$ cat src/rtl/rau_pkg.sv
// rau_pkg: shared constants, opcode codes, controller states and the
// command and status structs between controller and datapath
// no dependencies
package rau_pkg;

    // word width of all fraction parts
    localparam int W        = 32;
    localparam int CNT_W    = $clog2(W);
    localparam int IN_BITS  = 136;
    localparam int OUT_BITS = 72;

    typedef enum logic [3:0] {
        OP_ADD = 4'd0,
        OP_SUB = 4'd1,
        OP_MUL = 4'd2,
        OP_DIV = 4'd3,
        OP_LT  = 4'd4,
        OP_LE  = 4'd5,
        OP_GT  = 4'd6,
        OP_GE  = 4'd7,
        OP_EQ  = 4'd8,
        OP_NE  = 4'd9,
        OP_INC = 4'd10,
        OP_DEC = 4'd11,
        OP_RED = 4'd12
    } t_opcode;

    // which cross product the shared multiplier forms
    typedef enum logic [1:0] {
        PROD_LN_RD = 2'd0,
        PROD_LD_RN = 2'd1,
        PROD_LD_RD = 2'd2,
        PROD_LN_RN = 2'd3
    } t_mul_sel;

    // which job the shared divider runs
    typedef enum logic [1:0] {
        DIV_EUC = 2'd0,
        DIV_QN  = 2'd1,
        DIV_QD  = 2'd2
    } t_div_sel;

    typedef enum logic [3:0] {
        S_IDLE,
        S_MUL_A,
        S_MUL_B,
        S_MUL_C,
        S_MUL_D,
        S_EUC_CHK,
        S_EUC_RUN,
        S_QN_RUN,
        S_QD_GO,
        S_QD_RUN,
        S_DONE
    } t_state;

    typedef struct packed {
        logic     load;
        logic     mul_en;
        t_mul_sel mul_sel;
        logic     div_start;
        logic     div_cap;
        t_div_sel div_sel;
        logic     out_load;
    } t_cmd;

    typedef struct packed {
        logic is_reduce;
        logic d_zero;
        logic n_zero;
        logic div_done;
        logic out_free;
    } t_stat;

endpackage

$ cat src/rtl/rational_arithmetic_unit.sv
// rational_arithmetic_unit: fraction add, sub, mul, div, compare,
// inc, dec and reduce. Input words arrive on the slave stream, each
// holding an opcode and two fractions; one result word per input leaves
// on the master stream. Accepts a word only when idle.
// Arithmetic, compare, inc and dec pass through the multiply states
// S_MUL_A to S_MUL_D on the one shared 32x32 multiplier and then the
// select state S_DONE, which loads the output register; a new word is
// taken only after that load, once the controller is back in idle.
// Reduce runs Euclid on the shared one-bit-per-cycle divider: one
// remainder division per Euclid step, then the numerator quotient and
// the denominator quotient, each on the same divider.
// The result sits in an output register, so the next word is accepted
// while it waits for the receiver; a stalled receiver holds the result
// and the finished next result waits in the controller until the
// register frees. Synchronous active-low reset empties the output
// register and returns the controller to idle.
// depends on rau_pkg, rau_ctrl, rau_dp, rau_div
module rational_arithmetic_unit (
    input  logic                         i_clk,
    input  logic                         i_rst_n,
    input  logic                         i_s_tvalid,
    output logic                         o_s_tready,
    // opcode[3:0], left_num[35:4], left_den[67:36], right_num[99:68],
    // right_den[131:100], zero pad[135:132]
    input  logic [rau_pkg::IN_BITS-1:0]  i_s_tdata,
    output logic                         o_m_tvalid,
    input  logic                         i_m_tready,
    // result_num[31:0], result_den[63:32], truth[64], den_error[65],
    // zero pad[71:66]
    output logic [rau_pkg::OUT_BITS-1:0] o_m_tdata
);
    import rau_pkg::*;

    t_cmd  cmd;
    t_stat stat;

    // sequencing
    rau_ctrl u_ctrl (
        .i_clk      (i_clk),
        .i_rst_n    (i_rst_n),
        .i_in_valid (i_s_tvalid),
        .o_in_ready (o_s_tready),
        .i_stat     (stat),
        .o_cmd      (cmd)
    );

    // arithmetic and output word
    rau_dp u_dp (
        .i_clk       (i_clk),
        .i_rst_n     (i_rst_n),
        .i_in_data   (i_s_tdata),
        .i_out_ready (i_m_tready),
        .o_out_valid (o_m_tvalid),
        .o_out_data  (o_m_tdata),
        .i_cmd       (cmd),
        .o_stat      (stat)
    );

endmodule

$ cat src/rtl/rau_div.sv
// rau_div: unsigned restoring divider, one quotient bit per cycle
// depends on rau_pkg
module rau_div (
    input  logic                 i_clk,
    input  logic                 i_rst_n,
    input  logic                 i_start,
    input  logic [rau_pkg::W-1:0] i_dividend,
    input  logic [rau_pkg::W-1:0] i_divisor,
    output logic [rau_pkg::W-1:0] o_quo,
    output logic [rau_pkg::W-1:0] o_rem,
    output logic                 o_done
);
    import rau_pkg::*;

    logic [W-1:0]     r_rem, r_quo, r_dvs;
    logic [CNT_W-1:0] r_cnt;
    logic             r_busy, r_done;
    logic [W:0]       shifted, diff;

    // trial subtract of the divisor from the shifted partial remainder
    assign shifted = {r_rem, r_quo[W-1]};
    assign diff    = shifted - {1'b0, r_dvs};

    // control: busy flag, bit counter, done pulse
    always_ff @(posedge i_clk) begin
        if (!i_rst_n) begin
            r_busy <= 1'b0;
            r_done <= 1'b0;
            r_cnt  <= '0;
        end else begin
            r_done <= 1'b0;
            if (i_start) begin
                r_busy <= 1'b1;
                r_cnt  <= '0;
            end else if (r_busy) begin
                r_cnt <= r_cnt + 1'b1;
                if (r_cnt == CNT_W'(W - 1)) begin
                    r_busy <= 1'b0;
                    r_done <= 1'b1;
                end
            end
        end
    end

    // datapath: remainder and quotient shift register
    always_ff @(posedge i_clk) begin
        if (i_start) begin
            r_rem <= '0;
            r_quo <= i_dividend;
            r_dvs <= i_divisor;
        end else if (r_busy) begin
            if (!diff[W]) begin
                r_rem <= diff[W-1:0];
                r_quo <= {r_quo[W-2:0], 1'b1};
            end else begin
                r_rem <= shifted[W-1:0];
                r_quo <= {r_quo[W-2:0], 1'b0};
            end
        end
    end

    assign o_quo  = r_quo;
    assign o_rem  = r_rem;
    assign o_done = r_done;

endmodule

$ cat src/rtl/rau_ctrl.sv
// rau_ctrl: sequencing state machine for the fraction unit
// depends on rau_pkg
module rau_ctrl (
    input  logic           i_clk,
    input  logic           i_rst_n,
    input  logic           i_in_valid,
    output logic           o_in_ready,
    input  rau_pkg::t_stat i_stat,
    output rau_pkg::t_cmd  o_cmd
);
    import rau_pkg::*;

    t_state r_state, n_state;

    // state register
    always_ff @(posedge i_clk) begin
        if (!i_rst_n) begin
            r_state <= S_IDLE;
        end else begin
            r_state <= n_state;
        end
    end

    // next state and commands
    always_comb begin
        n_state         = r_state;
        o_cmd           = '0;
        o_cmd.mul_sel   = PROD_LN_RD;
        o_cmd.div_sel   = DIV_EUC;
        o_in_ready      = 1'b0;
        unique case (r_state)
            S_IDLE: begin
                o_in_ready = 1'b1;
                if (i_in_valid) begin
                    o_cmd.load = 1'b1;
                    n_state    = S_MUL_A;
                end
            end
            S_MUL_A: begin
                o_cmd.mul_en  = 1'b1;
                o_cmd.mul_sel = PROD_LN_RD;
                n_state       = S_MUL_B;
            end
            S_MUL_B: begin
                o_cmd.mul_en  = 1'b1;
                o_cmd.mul_sel = PROD_LD_RN;
                n_state       = S_MUL_C;
            end
            S_MUL_C: begin
                o_cmd.mul_en  = 1'b1;
                o_cmd.mul_sel = PROD_LD_RD;
                n_state       = S_MUL_D;
            end
            S_MUL_D: begin
                o_cmd.mul_en  = 1'b1;
                o_cmd.mul_sel = PROD_LN_RN;
                n_state       = i_stat.is_reduce ? S_EUC_CHK : S_DONE;
            end
            S_EUC_CHK: begin
                // euclid ends when the divisor reaches zero
                if (!i_stat.d_zero) begin
                    o_cmd.div_start = 1'b1;
                    o_cmd.div_sel   = DIV_EUC;
                    n_state         = S_EUC_RUN;
                end else if (i_stat.n_zero) begin
                    n_state = S_DONE;
                end else begin
                    o_cmd.div_start = 1'b1;
                    o_cmd.div_sel   = DIV_QN;
                    n_state         = S_QN_RUN;
                end
            end
            S_EUC_RUN: begin
                o_cmd.div_sel = DIV_EUC;
                if (i_stat.div_done) begin
                    o_cmd.div_cap = 1'b1;
                    n_state       = S_EUC_CHK;
                end
            end
            S_QN_RUN: begin
                if (i_stat.div_done) begin
                    o_cmd.div_cap   = 1'b1;
                    o_cmd.div_sel   = DIV_QN;
                    n_state         = S_QD_GO;
                end
            end
            S_QD_GO: begin
                // denominator quotient starts on its own operands
                o_cmd.div_start = 1'b1;
                o_cmd.div_sel   = DIV_QD;
                n_state         = S_QD_RUN;
            end
            S_QD_RUN: begin
                o_cmd.div_sel = DIV_QD;
                if (i_stat.div_done) begin
                    o_cmd.div_cap = 1'b1;
                    n_state       = S_DONE;
                end
            end
            S_DONE: begin
                if (i_stat.out_free) begin
                    o_cmd.out_load = 1'b1;
                    n_state        = S_IDLE;
                end
            end
            default: begin
                n_state = S_IDLE;
            end
        endcase
    end

endmodule

$ cat src/rtl/rau_dp.sv
// rau_dp: operand registers, shared multiplier, euclid registers,
// shared divider and the output word register
// depends on rau_pkg and rau_div
module rau_dp (
    input  logic                        i_clk,
    input  logic                        i_rst_n,
    input  logic [rau_pkg::IN_BITS-1:0] i_in_data,
    input  logic                        i_out_ready,
    output logic                        o_out_valid,
    output logic [rau_pkg::OUT_BITS-1:0] o_out_data,
    input  rau_pkg::t_cmd               i_cmd,
    output rau_pkg::t_stat              o_stat
);
    import rau_pkg::*;

    t_opcode      r_op;
    logic [W-1:0] r_ln, r_ld, r_rn, r_rd;
    logic [W-1:0] r_a, r_b, r_c, r_d;
    logic [W-1:0] r_n, r_dv, r_qn, r_qd;
    logic [W-1:0] mul_x, mul_y, prod;
    logic [W-1:0] div_a, div_b, quo, rem;
    logic         div_done;
    logic         r_out_valid;
    logic [W-1:0] r_res_num, r_res_den;
    logic         r_truth, r_err;
    logic [W-1:0] n_res_num, n_res_den;
    logic         n_truth, n_err, arith;

    function automatic logic [W-1:0] mag(input logic [W-1:0] x);
        mag = x[W-1] ? (W'(0) - x) : x;
    endfunction

    // input word capture
    always_ff @(posedge i_clk) begin
        if (i_cmd.load) begin
            r_op <= t_opcode'(i_in_data[3:0]);
            r_ln <= i_in_data[4 +: W];
            r_ld <= i_in_data[4 + W +: W];
            r_rn <= i_in_data[4 + 2*W +: W];
            r_rd <= i_in_data[4 + 3*W +: W];
        end
    end

    // shared multiplier, low word of the product
    always_comb begin
        case (i_cmd.mul_sel)
            PROD_LN_RD: begin mul_x = r_ln; mul_y = r_rd; end
            PROD_LD_RN: begin mul_x = r_ld; mul_y = r_rn; end
            PROD_LD_RD: begin mul_x = r_ld; mul_y = r_rd; end
            default:    begin mul_x = r_ln; mul_y = r_rn; end
        endcase
    end

    assign prod = mul_x * mul_y;

    always_ff @(posedge i_clk) begin
        if (i_cmd.mul_en) begin
            case (i_cmd.mul_sel)
                PROD_LN_RD: r_a <= prod;
                PROD_LD_RN: r_b <= prod;
                PROD_LD_RD: r_c <= prod;
                default:    r_d <= prod;
            endcase
        end
    end

    // divider operands on magnitudes
    always_comb begin
        case (i_cmd.div_sel)
            DIV_EUC: begin div_a = mag(r_n);  div_b = mag(r_dv); end
            DIV_QN:  begin div_a = mag(r_ln); div_b = mag(r_n);  end
            default: begin div_a = mag(r_ld); div_b = mag(r_n);  end
        endcase
    end

    rau_div u_div (
        .i_clk      (i_clk),
        .i_rst_n    (i_rst_n),
        .i_start    (i_cmd.div_start),
        .i_dividend (div_a),
        .i_divisor  (div_b),
        .o_quo      (quo),
        .o_rem      (rem),
        .o_done     (div_done)
    );

    // euclid pair and quotient capture; remainder sign follows the dividend
    always_ff @(posedge i_clk) begin
        if (i_cmd.load) begin
            r_n  <= i_in_data[4 +: W];
            r_dv <= i_in_data[4 + W +: W];
        end else if (i_cmd.div_cap) begin
            case (i_cmd.div_sel)
                DIV_EUC: begin
                    r_n  <= r_dv;
                    r_dv <= r_n[W-1] ? (W'(0) - rem) : rem;
                end
                DIV_QN: begin
                    r_qn <= (r_ln[W-1] ^ r_n[W-1]) ? (W'(0) - quo) : quo;
                end
                default: begin
                    r_qd <= (r_ld[W-1] ^ r_n[W-1]) ? (W'(0) - quo) : quo;
                end
            endcase
        end
    end

    // result selection
    always_comb begin
        n_res_num = '0;
        n_res_den = '0;
        n_truth   = 1'b0;
        n_err     = 1'b0;
        arith     = 1'b1;
        case (r_op)
            OP_ADD: begin n_res_num = r_a + r_b; n_res_den = r_c; end
            OP_SUB: begin n_res_num = r_a - r_b; n_res_den = r_c; end
            OP_MUL: begin n_res_num = r_d;       n_res_den = r_c; end
            OP_DIV: begin n_res_num = r_a;       n_res_den = r_b; end
            OP_LT:  begin n_truth = $signed(r_a) <  $signed(r_b); arith = 1'b0; end
            OP_LE:  begin n_truth = $signed(r_a) <= $signed(r_b); arith = 1'b0; end
            OP_GT:  begin n_truth = $signed(r_a) >  $signed(r_b); arith = 1'b0; end
            OP_GE:  begin n_truth = $signed(r_a) >= $signed(r_b); arith = 1'b0; end
            OP_EQ:  begin n_truth = (r_a == r_b); arith = 1'b0; end
            OP_NE:  begin n_truth = (r_a != r_b); arith = 1'b0; end
            OP_INC: begin n_res_num = r_ln + r_ld; n_res_den = r_ld; end
            OP_DEC: begin n_res_num = r_ln - r_ld; n_res_den = r_ld; end
            OP_RED: begin
                // zero gcd: both parts zero, flagged as an error
                if (r_n != '0) begin
                    n_res_num = r_qn;
                    n_res_den = r_qd;
                end
            end
            default: begin
                arith = 1'b0;
            end
        endcase
        if (arith && n_res_den == '0) begin
            n_err = 1'b1;
        end
    end

    // output word register
    always_ff @(posedge i_clk) begin
        if (!i_rst_n) begin
            r_out_valid <= 1'b0;
        end else if (i_cmd.out_load) begin
            r_out_valid <= 1'b1;
        end else if (i_out_ready) begin
            r_out_valid <= 1'b0;
        end
    end

    always_ff @(posedge i_clk) begin
        if (i_cmd.out_load) begin
            r_res_num <= n_res_num;
            r_res_den <= n_res_den;
            r_truth   <= n_truth;
            r_err     <= n_err;
        end
    end

    assign o_out_valid = r_out_valid;
    assign o_out_data  = {{(OUT_BITS - 2*W - 2){1'b0}}, r_err, r_truth, r_res_den, r_res_num};

    // status to the controller
    assign o_stat.is_reduce = (r_op == OP_RED);
    assign o_stat.d_zero    = (r_dv == '0);
    assign o_stat.n_zero    = (r_n == '0);
    assign o_stat.div_done  = div_done;
    assign o_stat.out_free  = !r_out_valid || i_out_ready;

endmodule
$ cat config.mk
export PLATFORM = sky130hd
export DESIGN_NAME = rational_arithmetic_unit
export DESIGN_NICKNAME = d
export VERILOG_FILES = /design/src/rtl/rau_pkg.sv /design/src/rtl/rational_arithmetic_unit.sv /design/src/rtl/rau_div.sv /design/src/rtl/rau_ctrl.sv /design/src/rtl/rau_dp.sv
export SDC_FILE = /design/constraint.sdc
export NUM_CORES = 2
export LEC_CHECK = 0
export ABC_CLOCK_PERIOD_IN_PS = 16300
export BUFFER_PORTS_ARGS = -buffer_cell sky130_fd_sc_hd__buf_2
export CORE_ASPECT_RATIO = 0.7
export CORE_UTILIZATION = 45
export DETAILED_ROUTE_END_ITERATION = 7
export GPL_ROUTABILITY_DRIVEN = 0
export SLEW_MARGIN = 20
export SYNTH_ARGS = -nofsm -noshare
export SYNTH_HDL_FRONTEND = slang
export SYNTH_SLANG_ARGS = --single-unit
$ cat constraint.sdc
create_clock -name i_clk -period 16.3 [get_ports i_clk]
set_input_delay 0 -clock i_clk [delete_from_list [all_inputs] [get_ports i_clk]]
set_output_delay 0 -clock i_clk [all_outputs]
set_load 0.005 [all_outputs]
==> metrics.txt <==
worst relative slew slack=between 20% and 30%; Commonest cells post-synth=nand2_1, nor2_1, edfxtp_1; initial antenna violation count=12; Initial Utilization=45.4%; row count=100; RSZ-0062 raised after global routing=no; first-pass GRT wire length=247000 um; WP data required=16.60 ns; H-tree levels=2; vias post-DR=39500; FF+latch area=~0.016 mm^2; Peak Freq=between 0.08 and 0.09 GHz; DR pass1 iterations=8; mapped cell area=between 0.04 and 0.05 mm^2; share of post-route cells with drive strength above 1=a little under a tenth; Die ar.=around 0.11 mm^2; Die Wd=394 um; Post-synth EDFFs=a little over 500; post-synth top area cell=edfxtp_1; TritonCTS Buffers=58; # fillers=~9800; Final Hold Viols=0; Via density=around 5.9; worst endpoint data arrival time=11.70 ns; Crit-path slowest cell=mux2i_2; clk slew on worst S/H paths=0.07 ns; post-layout minimum cycle time=11.40 ns; DRT iter0 DRCs=5605; setup ws final=4.90 ns; Max-Cap Viols=0; total gr overflow=0; Worst Skew=roughly 0.038 ns; I/O pin count=214; final setup TNS=0 ns; Most used DFF post-synth=edfxtp_1; Tightest Pin Transition=~1.2 ns; Area contributors post-synth=edfxtp_1, fa_1, ha_1; core area=0.106 mm^2; ys async rst share=0%; routed wire length=approximately 170000 um; Syn Area/Cell=9.67 um^2; nets=6050; area of the multi-input gates=0.0291 mm^2; most frequent cell after synthesis=nand2_1; antenna-violating nets left=0; Final setup viols=0; gr usage total=a little under a third; sequential area share after synthesis=34.0%; Slew Limit Fails=0; CTS tree=built; Setup crit start kind=flop; post-synth cell types=~90; biggest cell delay along the critical path=0.97 ns; routed length per instance=approximately 25 um; Synth top area share=32.2%; root buf cell=clkbuf_16; clk buf depth=3; Hold Path Class=input pin to flop; later-pin clock latency in the skew report=0.67 ns; Sink Count=562; classification of the worst setup path=flop to flop; pre-CTS setup slack=just over 5 ns; Die Ht=276 um; Synth Warn #=0; Max FO, Critical Path=57; port buffer count=just over 200; CP endpoint kind=flop; largest net degree at the start of global routing=160; final period utilization=70.0%; Synth Register Bits=562; placed wire-length estimate=128000 um; Post-Synthesis Cells=4993; vias in the first global route=36800; outcome=complete, no violations; Layout area overhead=12.4%; drt drc=0; Crit path top cell by count=fa_1
[layer usage]
| metal | GRT usage [%] | part of all wire [%] |
|---|---|---|
| met1 | 46.7 | 44 |
| met2 | 40.6 | 39 |
| met3 | 10.3 | 14 |
| met4 | 7.04 | 2.6 |
| met5 | 0 | 0.012 |
[placed cells by master (no fill, tap or decap), drive strengths merged, types with 19 or more instances in the layout]
master         n
o21a          23
nor2         558
o21bai        22
a21o          49
clkinv        30
buf          291
a21oi        205
o41ai         20
nand2        687
ha           260
a311oi        19
a31oi         34
xor2         208
o21ai        199
or3           48
xnor2        199
or4           19
nor4          26
nor2b         27
clkbuf        64
o22ai         27
or2           19
dfxtp         44
o211ai        26
a222oi        61
nand3         42
inv          521
nor3          62
mux2i         68
fa           412
edfxtp       518
mux2          43
nand2b        48
o31ai         62
dlygate4sd3  135
and2          24
[registers in the layout, indices dropped and copies added (netlist names), 4 cells and up]
register          count
u_dp.u_div.o_rem     32
u_dp.r_ld            32
u_dp.r_d             32
u_dp.r_qn            32
u_dp.u_div.r_cnt      5
u_dp.r_res_num       32
u_dp.r_dv            32
u_dp.r_c             32
u_dp.r_ln            32
u_dp.r_a             32
u_dp.r_b             32
u_dp.u_div.r_dvs     32
u_dp.r_rd            32
u_dp.u_div.o_quo     32
u_dp.r_res_den       32
u_dp.r_n             32
u_dp.r_qd            32
u_dp.r_op             4
u_dp.r_rn            32
u_ctrl.r_state        4
[repair_timing]
item                      CTS  global route
resized for setup           0             0
hold endpoints to repair  208             0
hold buffers              135             0
setup buffers               0             0
[stage by stage]
stage / hold WS, ns / area (um^2) / cells / util [%]
4_1_cts: 0.0132 / 54200 / 6714 / 51.0
5_1_grt: 0.0301 / 54300 / 6716 / 51.0
3_5_place_dp: 0.178 / 51000 / 6470 / 47.9
3_3_place_gp: 0.177 / 51000 / 6469 / 47.9
2_1_floorplan: 0.0989 / 48300 / 4998 / -
6_report: 0.0568 / 54300 / 6717 / 51.0
[cell type report]
| class | instances | share of cell area (%) |
|---|---|---|
| inverter | 517 | 3.59 |
| antenna | 2 | 0.00922 |
| sequential | 562 | 30.3 |
| clock buffer | 64 | 2.72 |
| multi-input combinational | 3673 | 53.7 |
| clock inverter | 45 | 0.800 |
| tap | 1428 | 3.29 |
| timing repair buffer | 426 | 5.59 |
[final timing paths]
path,to,startpoint,slack [ns],cells after the start
setup / recovery,u_dp.r_b[28],u_ctrl.r_state[2],4.90,29
hold / removal,u_dp.r_op[2],i_s_tdata[2],0.06,2
setup reg to reg,u_dp.r_b[28],u_ctrl.r_state[2],4.90,29
hold reg to reg,u_dp.u_div.r_cnt[4],u_dp.u_div.r_cnt[4],0.51,2
[kinds of logic (layout without fill, tap and decap cells)]
logic type | count (synthesis) | count (layout) | share of synthesized area [%]
other cells | 1 | 8 | 0.00776
xor+xnor | 407 | 407 | 7.40
mux | 111 | 111 | 2.41
simple gates | 1619 | 1619 | 14.5
flops | 562 | 562 | 34.0
fa+ha+maj | 672 | 672 | 23.8
buf+inv | 763 | 1052 | 6.06
compound gates | 858 | 858 | 11.8
[critical path: cells and delay by family, from the launching register on]
family / cells / cell delay (ns)
AO/OA/AOI/OAI: 7 / 1.52
XOR/XNOR: 1 / 0.92
adder cells (fa/ha/maj): 10 / 4.61
buffers and inverters: 6 / 1.41
flip-flops: 1 / 0.62
multiplexers: 1 / 0.97
AND/OR/NAND/NOR: 4 / 0.91
Power is left out: the tool's default activity adds up to more than one toggle a clock period on the data nets, which glitch-free logic cannot reach.
